`src/rtl/core/phes_pkg.sv`:
```
package phes_pkg;

  // One byte of the capture file as it enters the block.
  typedef struct packed {
    logic [7:0] data_byte;
    logic       start_of_file;
  } in_item_t;

  // One converted byte as it leaves the block.
  typedef struct packed {
    logic [7:0] out_byte;
    logic [1:0] status;
    logic       last_of_run;
  } out_item_t;

  // Parser phase.
  typedef enum logic [1:0] {
    PH_FILE_HDR,
    PH_REC_HDR,
    PH_PAYLOAD,
    PH_PASS
  } phase_e;

  // Status codes on the output.
  localparam logic [1:0] ST_OK          = 2'd0;
  localparam logic [1:0] ST_BAD_MAGIC   = 2'd1;
  localparam logic [1:0] ST_BAD_VERSION = 2'd2;
  localparam logic [1:0] ST_PASS        = 2'd3;

  localparam logic [31:0] CAPTURE_MAGIC = 32'hA1B2C3D4;
  localparam logic [15:0] VER_MAJOR     = 16'd2;
  localparam logic [15:0] VER_MINOR     = 16'd4;

  // Byte offsets inside the file header and the record header.
  localparam logic [4:0] FILE_ID_END   = 5'd8;
  localparam logic [4:0] FILE_HDR_END  = 5'd24;
  localparam logic [4:0] CAPLEN_END    = 5'd12;
  localparam logic [4:0] REC_HDR_END   = 5'd16;

  // Index of the final byte in a queue entry.
  localparam logic [2:0] LAST_ONE  = 3'd0;
  localparam logic [2:0] LAST_WORD = 3'd3;
  localparam logic [2:0] LAST_ID   = 3'd7;

  localparam int unsigned QUEUE_DEPTH = 2;

  // A run of one to eight output bytes caused by one input byte.
  typedef struct packed {
    logic [7:0][7:0] bytes;
    logic [2:0]      last_idx;
    logic [1:0]      status;
  } entry_t;

endpackage

```
`src/rtl/core/phes_front.sv`:
```
module phes_front #(
  parameter int unsigned LENGTH_BITS = 32
) (
  input  logic               clk_i,
  input  logic               rst_ni,
  input  logic               in_valid_i,
  input  phes_pkg::in_item_t in_data_i,
  output logic               in_stall_o,
  input  logic               full_i,
  output logic               push_o,
  output phes_pkg::entry_t   entry_o
);
  import phes_pkg::*;

  phase_e                 phase_q, phase_d, phase_eff;
  logic [4:0]             off_q, off_d, off_eff, off_inc;
  logic [LENGTH_BITS-1:0] rem_q, rem_d, rem_eff, rem_next, cap_sat;
  logic [7:0][7:0]        grp_q, grp_d, grp_new;
  logic [2:0]             pos;
  logic                   xfer, word_done, hi, magic_bad, ver_bad, push_raw;
  logic [31:0]            cap;
  logic [1:0]             err;
  entry_t                 word_ent;

  assign in_stall_o = full_i;
  assign xfer       = in_valid_i && !full_i;

  // A start of file restarts parsing with this byte.
  assign phase_eff = in_data_i.start_of_file ? PH_FILE_HDR : phase_q;
  assign off_eff   = in_data_i.start_of_file ? 5'd0 : off_q;
  assign rem_eff   = in_data_i.start_of_file ? '0 : rem_q;
  assign off_inc   = off_eff + 5'd1;
  assign pos       = off_eff[2:0];
  assign word_done = (off_inc[1:0] == 2'd0);
  assign hi        = off_eff[2];

  always_comb begin
    grp_new      = grp_q;
    grp_new[pos] = in_data_i.data_byte;
  end

  assign magic_bad = ({grp_new[3], grp_new[2], grp_new[1], grp_new[0]} != CAPTURE_MAGIC);
  assign ver_bad   = ({grp_new[5], grp_new[4]} != VER_MAJOR) ||
                     ({grp_new[7], grp_new[6]} != VER_MINOR);
  assign err       = magic_bad ? ST_BAD_MAGIC : ST_BAD_VERSION;

  // Captured length is the third record word, held in the low half of the group.
  assign cap = {grp_new[3], grp_new[2], grp_new[1], grp_new[0]};
  always_comb begin
    if ((cap >> LENGTH_BITS) != 32'd0) begin
      cap_sat = '1;
    end else begin
      cap_sat = cap[LENGTH_BITS-1:0];
    end
  end

  assign rem_next = rem_eff - LENGTH_BITS'(rem_eff != '0);

  always_comb begin
    word_ent          = '0;
    word_ent.bytes[0] = grp_new[{hi, 2'd3}];
    word_ent.bytes[1] = grp_new[{hi, 2'd2}];
    word_ent.bytes[2] = grp_new[{hi, 2'd1}];
    word_ent.bytes[3] = grp_new[{hi, 2'd0}];
    word_ent.last_idx = LAST_WORD;
    word_ent.status   = ST_OK;
  end

  // Next state.
  always_comb begin
    phase_d = phase_q;
    off_d   = off_q;
    rem_d   = rem_q;
    grp_d   = grp_q;
    if (xfer) begin
      phase_d = phase_eff;
      off_d   = off_eff;
      rem_d   = rem_eff;
      unique case (phase_eff)
        PH_FILE_HDR: begin
          grp_d = grp_new;
          off_d = off_inc;
          if (off_inc == FILE_ID_END) begin
            if (magic_bad || ver_bad) begin
              phase_d = PH_PASS;
              off_d   = 5'd0;
            end
          end else if (off_inc >= FILE_HDR_END && word_done) begin
            phase_d = PH_REC_HDR;
            off_d   = 5'd0;
          end
        end
        PH_REC_HDR: begin
          grp_d = grp_new;
          off_d = off_inc;
          if (word_done) begin
            if (off_inc == CAPLEN_END) begin
              rem_d = cap_sat;
            end else if (off_inc >= REC_HDR_END) begin
              off_d = 5'd0;
              if (rem_eff != '0) begin
                phase_d = PH_PAYLOAD;
              end
            end
          end
        end
        PH_PAYLOAD: begin
          rem_d = rem_next;
          if (rem_next == '0) begin
            phase_d = PH_REC_HDR;
            off_d   = 5'd0;
          end
        end
        default: begin
        end
      endcase
    end
  end

  // Outputs.
  always_comb begin
    push_raw = 1'b0;
    entry_o  = word_ent;
    unique case (phase_eff)
      PH_FILE_HDR: begin
        if (off_inc == FILE_ID_END) begin
          push_raw         = 1'b1;
          entry_o.last_idx = LAST_ID;
          if (magic_bad || ver_bad) begin
            entry_o.bytes  = grp_new;
            entry_o.status = err;
          end else begin
            entry_o.bytes  = {grp_new[6], grp_new[7], grp_new[4], grp_new[5],
                              grp_new[0], grp_new[1], grp_new[2], grp_new[3]};
            entry_o.status = ST_OK;
          end
        end else if (off_inc > FILE_ID_END && word_done) begin
          push_raw = 1'b1;
        end
      end
      PH_REC_HDR: begin
        push_raw = word_done;
      end
      PH_PAYLOAD: begin
        push_raw         = 1'b1;
        entry_o.bytes    = '0;
        entry_o.bytes[0] = in_data_i.data_byte;
        entry_o.last_idx = LAST_ONE;
        entry_o.status   = ST_OK;
      end
      default: begin
        push_raw         = 1'b1;
        entry_o.bytes    = '0;
        entry_o.bytes[0] = in_data_i.data_byte;
        entry_o.last_idx = LAST_ONE;
        entry_o.status   = ST_PASS;
      end
    endcase
  end

  assign push_o = xfer && push_raw;

  always_ff @(posedge clk_i or negedge rst_ni) begin
    if (!rst_ni) begin
      phase_q <= PH_FILE_HDR;
      off_q   <= 5'd0;
      rem_q   <= '0;
    end else begin
      phase_q <= phase_d;
      off_q   <= off_d;
      rem_q   <= rem_d;
    end
  end

  always_ff @(posedge clk_i) begin
    grp_q <= grp_d;
  end

endmodule

```
`src/rtl/core/phes_queue.sv`:
```
module phes_queue (
  input  logic             clk_i,
  input  logic             rst_ni,
  input  logic             push_i,
  input  phes_pkg::entry_t entry_i,
  input  logic             pop_i,
  output phes_pkg::entry_t entry_o,
  output logic             valid_o,
  output logic             full_o
);
  import phes_pkg::*;

  localparam int unsigned PtrW = (QUEUE_DEPTH > 1) ? $clog2(QUEUE_DEPTH) : 1;
  localparam int unsigned CntW = $clog2(QUEUE_DEPTH + 1);

  entry_t            mem_q [QUEUE_DEPTH];
  logic [PtrW-1:0]   wr_q, wr_d, rd_q, rd_d;
  logic [CntW-1:0]   cnt_q, cnt_d;
  logic              do_push, do_pop;

  assign valid_o = (cnt_q != '0);
  assign full_o  = (cnt_q == CntW'(QUEUE_DEPTH));
  assign entry_o = mem_q[rd_q];
  assign do_push = push_i && !full_o;
  assign do_pop  = pop_i && valid_o;

  always_comb begin
    wr_d  = wr_q;
    rd_d  = rd_q;
    cnt_d = cnt_q;
    if (do_push) begin
      wr_d = (wr_q == PtrW'(QUEUE_DEPTH - 1)) ? '0 : wr_q + PtrW'(1);
    end
    if (do_pop) begin
      rd_d = (rd_q == PtrW'(QUEUE_DEPTH - 1)) ? '0 : rd_q + PtrW'(1);
    end
    if (do_push && !do_pop) begin
      cnt_d = cnt_q + CntW'(1);
    end else if (do_pop && !do_push) begin
      cnt_d = cnt_q - CntW'(1);
    end
  end

  always_ff @(posedge clk_i or negedge rst_ni) begin
    if (!rst_ni) begin
      wr_q  <= '0;
      rd_q  <= '0;
      cnt_q <= '0;
    end else begin
      wr_q  <= wr_d;
      rd_q  <= rd_d;
      cnt_q <= cnt_d;
    end
  end

  always_ff @(posedge clk_i) begin
    if (do_push) begin
      mem_q[wr_q] <= entry_i;
    end
  end

endmodule

```
`src/rtl/core/phes_back.sv`:
```
module phes_back (
  input  logic                clk_i,
  input  logic                rst_ni,
  input  phes_pkg::entry_t    entry_i,
  input  logic                valid_i,
  output logic                pop_o,
  output logic                out_valid_o,
  input  logic                out_stall_i,
  output phes_pkg::out_item_t out_data_o
);
  import phes_pkg::*;

  entry_t     cur_q, cur_d;
  logic [2:0] idx_q, idx_d;
  logic       busy_q, busy_d;
  logic       xfer, at_last;

  assign out_valid_o = busy_q;
  assign xfer        = busy_q && !out_stall_i;
  assign at_last     = (idx_q == cur_q.last_idx);

  assign out_data_o.out_byte    = cur_q.bytes[idx_q];
  assign out_data_o.status      = cur_q.status;
  assign out_data_o.last_of_run = at_last;

  // The next run is loaded in the same cycle that the last byte of the current one leaves.
  assign pop_o = valid_i && (!busy_q || (xfer && at_last));

  always_comb begin
    cur_d  = cur_q;
    idx_d  = idx_q;
    busy_d = busy_q;
    if (pop_o) begin
      cur_d  = entry_i;
      idx_d  = 3'd0;
      busy_d = 1'b1;
    end else if (xfer) begin
      if (at_last) begin
        busy_d = 1'b0;
      end else begin
        idx_d = idx_q + 3'd1;
      end
    end
  end

  always_ff @(posedge clk_i or negedge rst_ni) begin
    if (!rst_ni) begin
      busy_q <= 1'b0;
      idx_q  <= 3'd0;
    end else begin
      busy_q <= busy_d;
      idx_q  <= idx_d;
    end
  end

  always_ff @(posedge clk_i) begin
    cur_q <= cur_d;
  end

endmodule

```
`src/rtl/core/pcap_header_endian_swapper.sv`:
```
// Channel | Direction | Handshake              | Payload
// input   | in        | in_valid_i / in_stall_o | in_data_i  (data_byte, start_of_file)
// output  | out       | out_valid_o / out_stall_i | out_data_o (out_byte, status, last_of_run)
//
// Unless stalled, one byte is taken per cycle and one byte is delivered per cycle.
// A completed file identification yields eight bytes and a completed header word four,
// so the output port sets the rate; a two-entry run queue plus the output run
// register absorb the bursts, and the input stalls only while that queue is full.
// Reset clears the parser and the queue at once; there is no clearing pass.
module pcap_header_endian_swapper #(
  parameter int unsigned LENGTH_BITS = 32
) (
  input  logic                clk_i,
  input  logic                rst_ni,
  input  logic                in_valid_i,
  output logic                in_stall_o,
  input  phes_pkg::in_item_t  in_data_i,
  output logic                out_valid_o,
  input  logic                out_stall_i,
  output phes_pkg::out_item_t out_data_o
);
  import phes_pkg::*;

  entry_t push_ent, head_ent;
  logic   push, pop, q_valid, q_full;

  phes_front #(
    .LENGTH_BITS(LENGTH_BITS)
  ) u_front (
    .clk_i      (clk_i),
    .rst_ni     (rst_ni),
    .in_valid_i (in_valid_i),
    .in_data_i  (in_data_i),
    .in_stall_o (in_stall_o),
    .full_i     (q_full),
    .push_o     (push),
    .entry_o    (push_ent)
  );

  phes_queue u_queue (
    .clk_i   (clk_i),
    .rst_ni  (rst_ni),
    .push_i  (push),
    .entry_i (push_ent),
    .pop_i   (pop),
    .entry_o (head_ent),
    .valid_o (q_valid),
    .full_o  (q_full)
  );

  phes_back u_back (
    .clk_i       (clk_i),
    .rst_ni      (rst_ni),
    .entry_i     (head_ent),
    .valid_i     (q_valid),
    .pop_o       (pop),
    .out_valid_o (out_valid_o),
    .out_stall_i (out_stall_i),
    .out_data_o  (out_data_o)
  );

endmodule

```
`config.mk`:
```
export PLATFORM = sky130hd
export DESIGN_NAME = pcap_header_endian_swapper
export DESIGN_NICKNAME = d
export VERILOG_FILES = /design/src/rtl/core/phes_pkg.sv /design/src/rtl/core/phes_front.sv /design/src/rtl/core/phes_queue.sv /design/src/rtl/core/phes_back.sv /design/src/rtl/core/pcap_header_endian_swapper.sv
export SDC_FILE = /design/constraint.sdc
export NUM_CORES = 1
export LEC_CHECK = 0
export BUFFER_PORTS_ARGS = -buffer_cell sky130_fd_sc_hd__buf_2
export CAP_MARGIN = 15
export CORE_AREA = 2 2 220 222
export CTS_CLUSTER_SIZE = 14
export DETAILED_ROUTE_END_ITERATION = 8
export DIE_AREA = 0 0 222 224
export PLACE_DENSITY_LB_ADDON = 0.05
export SLEW_MARGIN = 20
export SYNTH_ARGS = -nofsm -noshare
export SYNTH_HDL_FRONTEND = slang
export SYNTH_HIERARCHICAL = 1
export SYNTH_SLANG_ARGS = --single-unit
```
`constraint.sdc`:
```
create_clock -name clk_i -period 13.6 [get_ports clk_i]
set_clock_uncertainty 0.15 [all_clocks]
set_input_delay 1.36 -clock clk_i [delete_from_list [all_inputs] [get_ports clk_i]]
set_output_delay 1.36 -clock clk_i [all_outputs]
set_load 0.05 [all_outputs]
```
* Word level (Yosys, flattened, before mapping)
Memory sizes are Yosys's and may differ from the RTL's. A register that Yosys moved wholly into a read port is not among the register bits. Index checks and enable logic that the tools add are counted.
Storage, ports and cells: register bits 111, bits in writable memories 138, input bits 13, memories 1
Memories:
- u_queue.mem_q | depth 2, width 69, read ports 1, clocked after Yosys merged registers in 1, write ports 1, RTL line phes_queue.sv:16 | entry_t mem_q [QUEUE_DEPTH];
Cells by class: add/subtract/negate cells 7, magnitude comparators 10, equal/unequal tests 10, multiplexer cells 56, reduce and logical (&&, ||, !) cells 32
Operators by type and width (number):
- case mux 69 bit (3 select lines) | 1
- 2-to-1 mux 32 bit | 3
- 2-to-1 mux 8 bit | 10
- 2-to-1 mux 69 bit | 1
- bitwise mux 64 bit | 1
- 2-to-1 mux 64 bit | 1
- case mux 32 bit (2 select lines) | 1
- 2-to-1 mux 5 bit | 8
- zero test 32 bit | 1
- != test 32 bit, second input constant | 1
- nonzero test 32 bit | 1
- subtractor 32 x 1 -> 32 bit | 1
- 2-to-1 mux 2 bit | 13
- binary-select mux 8 bit (select 3 bit) | 1
- demux 8 bit (select 3 bit) | 1
- < comparator 3 x 4 -> 1 bit, second input constant | 6
- != test 16 x 2 -> 1 bit, second input constant | 1
- != test 16 x 3 -> 1 bit, second input constant | 1
- case mux 5 bit (3 select lines) | 1
- logical AND 1 bit | 12
- equality test 5 x 4 -> 1 bit, second input constant | 2
- greater-or-equal comparator 5 bit, second input constant | 2
- 2-to-1 mux 1 bit | 9
- 2-to-1 mux 3 bit | 3
- 19 further kinds | 33

* Longest topological paths before layout
depth in word-level cells 13, gate-level depth with buffers 21

* Modules after synthesis
Netlist, hierarchy kept.
By module, submodules not included:
- phes_front | instances 1, cells an instance 1005, area each 7958.9 um^2
- phes_queue | instances 1, cells an instance 234, area each 5529.1 um^2
- phes_back | instances 1, cells an instance 133, area each 2957.8 um^2

* Worst setup path before layout
Ideal clock, no wire load.
kind input -> register, from in in_data_i[0] (netlist bit), to mem u_queue/mem_q[0][0] (netlist bit), enable pin, data arrival time 7023 ps, required time 12954 ps, slack 5931 ps, stages on the path 17, buffers on the path 6, path through buf_6 -> clkbuf_1 -> clkbuf_1 -> clkbuf_1 -> clkbuf_1 -> clkbuf_1 -> nor2b_1 -> ha_1 -> nand3_1 -> xor2_1 -> nor2_1 -> nor2_1 -> nor2_1 -> o21ai_0 -> a21oi_1 -> nand2_1 -> nor2_1
On the way: longest elaborated chain between the ends 11, elaborated cells on any way between the ends 16, classes of those cells add/sub (1); order compare (1); eq/ne (2); mux (7); reduce/logical (5)
Ends and longest elaborated chain:
- start: declaration | RTL line pcap_header_endian_swapper.sv:17 | input phes_pkg::in_item_t in_data_i,
- 2-to-1 mux 5 bit | RTL line phes_front.sv:30 | assign off_eff = in_data_i.start_of_file ? 5'd0 : off_q;
- adder 5 x 1 -> 5 bit | RTL line phes_front.sv:32 | assign off_inc = off_eff + 5'd1;
- > comparator 5 x 4 -> 1 bit or zero test 2 bit (tied branches) | RTL line phes_front.sv:137, phes_front.sv:34
- logical AND 1 bit | RTL line phes_front.sv:137 | end else if (off_inc > FILE_ID_END && word_done) begin
- 2-to-1 mux 1 bit | RTL line phes_front.sv:137
- 2-to-1 mux 1 bit | RTL line phes_front.sv:126 | if (off_inc == FILE_ID_END) begin
- case mux 1 bit (2 select lines) * | RTL line phes_front.sv:124 | unique case (phase_eff)
- logical AND 1 bit * | RTL line phes_front.sv:161 | assign push_o = xfer && push_raw;
- via push | RTL line pcap_header_endian_swapper.sv:25 | logic push, pop, q_valid, q_full;
- logical AND 1 bit * | RTL line phes_queue.sv:24 | assign do_push = push_i && !full_o;
- 2-to-1 mux 1 bit * | RTL line phes_queue.sv:57 | if (do_push) begin
- 2-to-1 mux 1 bit (not written as such) * | RTL line phes_queue.sv:58 | mem_q[wr_q] <= entry_i;
- end: declaration | RTL line phes_queue.sv:16
The timed path passes the listed nets; every way through them passes the cells marked *.

* Final worst setup path
from in in_data_i[0] (netlist bit), to reg u_front.off_q[0]
On the way: longest elaborated chain between the ends 12, elaborated cells on any way between the ends 35, classes of those cells add/sub (2); order compare (4); eq/ne (7); mux (14); reduce/logical (8)
Ends and longest elaborated chain:
- branches (longest 11 deep; another with subtractor 32 x 1 -> 32 bit)
- case mux 5 bit (3 select lines) * | RTL line phes_front.sv:79 | unique case (phase_eff)
- end signal: assignment | RTL line phes_front.sv:166 | off_q <= 5'd0;
- end signal: assignment | RTL line phes_front.sv:170 | off_q <= off_d;
- end: declaration | RTL line phes_front.sv:16 | logic [4:0] off_q, off_d, off_eff, off_inc;
Every way passes the cells marked *. A chain may end at the register's enable or synchronous reset.

==> metrics.txt <==
status complete, no violations; asr flop ratio synth 0.1478; post-synth cell types 77; DRT iter0 DRCs 919; Post-Syn Area per Cell 11.99 sq um; Comb power frac 0.299; setup TNS 0 ps; share of the synthesized area in the top cell type 0.4948; TritonRoute pass-1 iters 5; antenna diode count 0; number of port buffers 25; DR vias 11070; first-pass GRT wire length 77660 microns; Hold WS 343.5 ps; cell internal pwr 2134 uW; initial antenna violation count 0; Worst-Skew Late Latency 550 ps; DP Area 0.01704 sq mm; vias in the first global route 11130; antenna viol nets, final 0; RSZ-0062 raised after global routing false; Clk pwr share 0.298; critical path type primary input to flip-flop; TritonCTS buffer count 39; crit path setup slack, layout 7624 ps; final net count 1388; postcts setup bufs 0; MaxCap Viol Count 0; most frequent cells in the layout 271 x edfxtp_1, 174 x nand2_1, 97 x o21ai_0; CTS Sinks 318; Final Critical Period 5976 ps; Yosys top cell by area edfxtp_1; Final HPWL DP 35330 microns; Most common cell on crit path nor2_1; synthesized instance count 1372; Max Clock Freq 0.1673 GHz; sequential power share 0.403; largest net degree at the start of global routing 70; Setup crit end kind flip-flop; synthesized area 0.01645 sq mm; Placement Setup Slack 7096 ps; Hold Crit Class flip-flop to flip-flop; Slew @ Worst Pin 1129 ps; part of the cycle the worst path needs 0.4394; endpoints failing setup 0; CTS resizes 0; WP data arrival 6260 ps; grt ovf 0; die width 222 microns; Starting Density 0.3474; Seq/Total Area, Yosys 0.5663; Post-Syn Nets 1394; final core area utilization 0.3857; Worst setup SP type primary input; Yosys reg bits 318; FP Rows 80; fin. max-slew vios 0; Crit-path slowest cell a2111oi_0; CTS root buf clkbuf_16; GRT Util Overall 0.2121; drt total wl 52310 microns; family with the most delay on the worst path compound AO/OA/AOI/OAI gates; DIE AREA 0.04973 sq mm; P_leak 0.006749 uW; VDD IR max 82.82 uV; share of cells above drive strength 1 0.1723; most common cell after layout, fill and taps aside edfxtp_1; critical-path cell list buf_2 > buf_4 > nor2_1 > nor2_1 > a21oi_1 > ha_1 > nor4b_1 > a21oi_1 > nor4_1 > o22ai_1 > a2111oi_0 > nand4_1 > nor2_1 > o31ai_1 > a211o_1; WP buf/inv 2; Max Buffers Root-to-Sink 3; core area 0.04735 sq mm; Area Growth Syn to Fin 11.02%; chip height 224 microns; switching part of the total power 0.3465; Avg WL per Cell 26.05 microns; routability cong. 0.8804; Slew HR 0.2471; drc violations 0; CTS tree yes; post-route cell area 0.01826 sq mm; Switch Pwr 1131 uW; CP max stage delay 720 ps; CTS H-Tree Depth 2; Final Hold Vio Count 0; Top Ports 26; Clock transition at path regs 50 ps; via/cell ratio 5.515; Worst Path Required 13890 ps; crit-path max FO 55; Cell Pwr Density 178.8 mW/mm^2; synth warn 6; hold buffer count at cts 0; Post-synth EDFFs 271; ys flop type edfxtp_1; synth top area cells edfxtp_1 49%, dfrtp_1 7.2%, mux2_4 7.0%
==> final timing paths <==
check,start,to,slack (ps),depth (start not counted)
max in group asynchronous,rst_ni,u_queue/rd_q$_DFFE_PN0P_,11950,2
setup reg to reg,u_front/rem_q[19]$_DFFE_PN0P_,u_front/off_q[0]$_DFFE_PN0P_,7770,13
hold / removal,u_queue/cnt_q[1]$_DFFE_PN0P_,u_queue/cnt_q[1]$_DFFE_PN0P_,340,1
hold reg to reg,u_queue/cnt_q[1]$_DFFE_PN0P_,u_queue/cnt_q[1]$_DFFE_PN0P_,340,1
setup / recovery,in_data_i[0],u_front/off_q[0]$_DFFE_PN0P_,7620,15
min in group asynchronous,rst_ni,u_back/idx_q[0]$_DFFE_PN0P_,790,2
==> cells in the mapped netlist (all sizes together) (8+ instances only) <==
cell,instances
mux2i,58
nor3,23
clkbuf,63
nand4,19
a21oi,60
a31oi,13
inv,64
nor2,98
nand2b,8
a22oi,22
mux2,98
dfrtp,47
ha,9
nor4,22
nor2b,11
buf,40
edfxtp,271
o22ai,20
nand2,175
nand3,10
mux4,16
o21ai,105
==> through the flow <==
stage | power [uW] | std cells
after floorplan | 2013 | 1372
after global placement | 2319 | 1938
after detailed placement | 2321 | 1938
after CTS | 3307 | 2006
after global routing | 3418 | 2008
final | 3265 | 2008
==> per-layer routing <==
metal | part of all wire | up-vias | GRT usage | wire, microns
li1 | - | 5091 | - | -
met1 | 0.46 | 5582 | 0.2958 | 24030
met2 | 0.46 | 312 | 0.3354 | 24090
met3 | 0.046 | 89 | 0.03397 | 2428
met4 | 0.034 | 0 | 0.07541 | 1763
met5 | 0 | - | 0 | 0
==> cells by family (layout without fill, tap and decap cells) <==
family / count (synthesis) / after routing / synth area share
xor+xnor: 12 / 12 / 0.006391
simple gates: 419 / 419 / 0.1239
mux: 172 / 172 / 0.1437
buf+inv: 168 / 189 / 0.05113
compound gates: 274 / 274 / 0.1016
fa+ha+maj: 9 / 9 / 0.006847
flops: 318 / 318 / 0.5663
==> cell type report <==
cell class | instances | area [sq um]
Fill cell | 4581 | 29090
Sequential cell | 318 | 9318
Multi-Input combinational cell | 886 | 6367
Clock buffer | 48 | 1020
Tap cell | 615 | 769.5
Timing Repair Buffer | 56 | 397.9
Inverter | 65 | 244.0
Clock inverter | 20 | 142.6
==> state kept, by name (all words and copies together) (netlist names) <==
signal,cells
u_queue/wr_q,1
u_back/out_valid_o,1
u_queue/rd_q,1
u_back/idx_q,3
u_back/cur_q,67
u_front/rem_q,32
u_queue/mem_q,138
u_front/off_q,5
u_back/out_data_o,2
u_queue/cnt_q,2
u_front/phase_q,2
u_front/grp_q,64
==> power by group through the flow <==
| stage | clock, uW | combinational (uW) | sequential [uW] |
|---|---|---|---|
| after floorplan | 0 | 728 | 1280 |
| after global placement | 0 | 985 | 1330 |
| after detailed placement | 0 | 984 | 1340 |
| after CTS | 1000 | 987 | 1320 |
| after global routing | 1040 | 1050 | 1330 |
| final | 973 | 977 | 1310 |
Note: power is estimated with default switching activity, not from simulation.
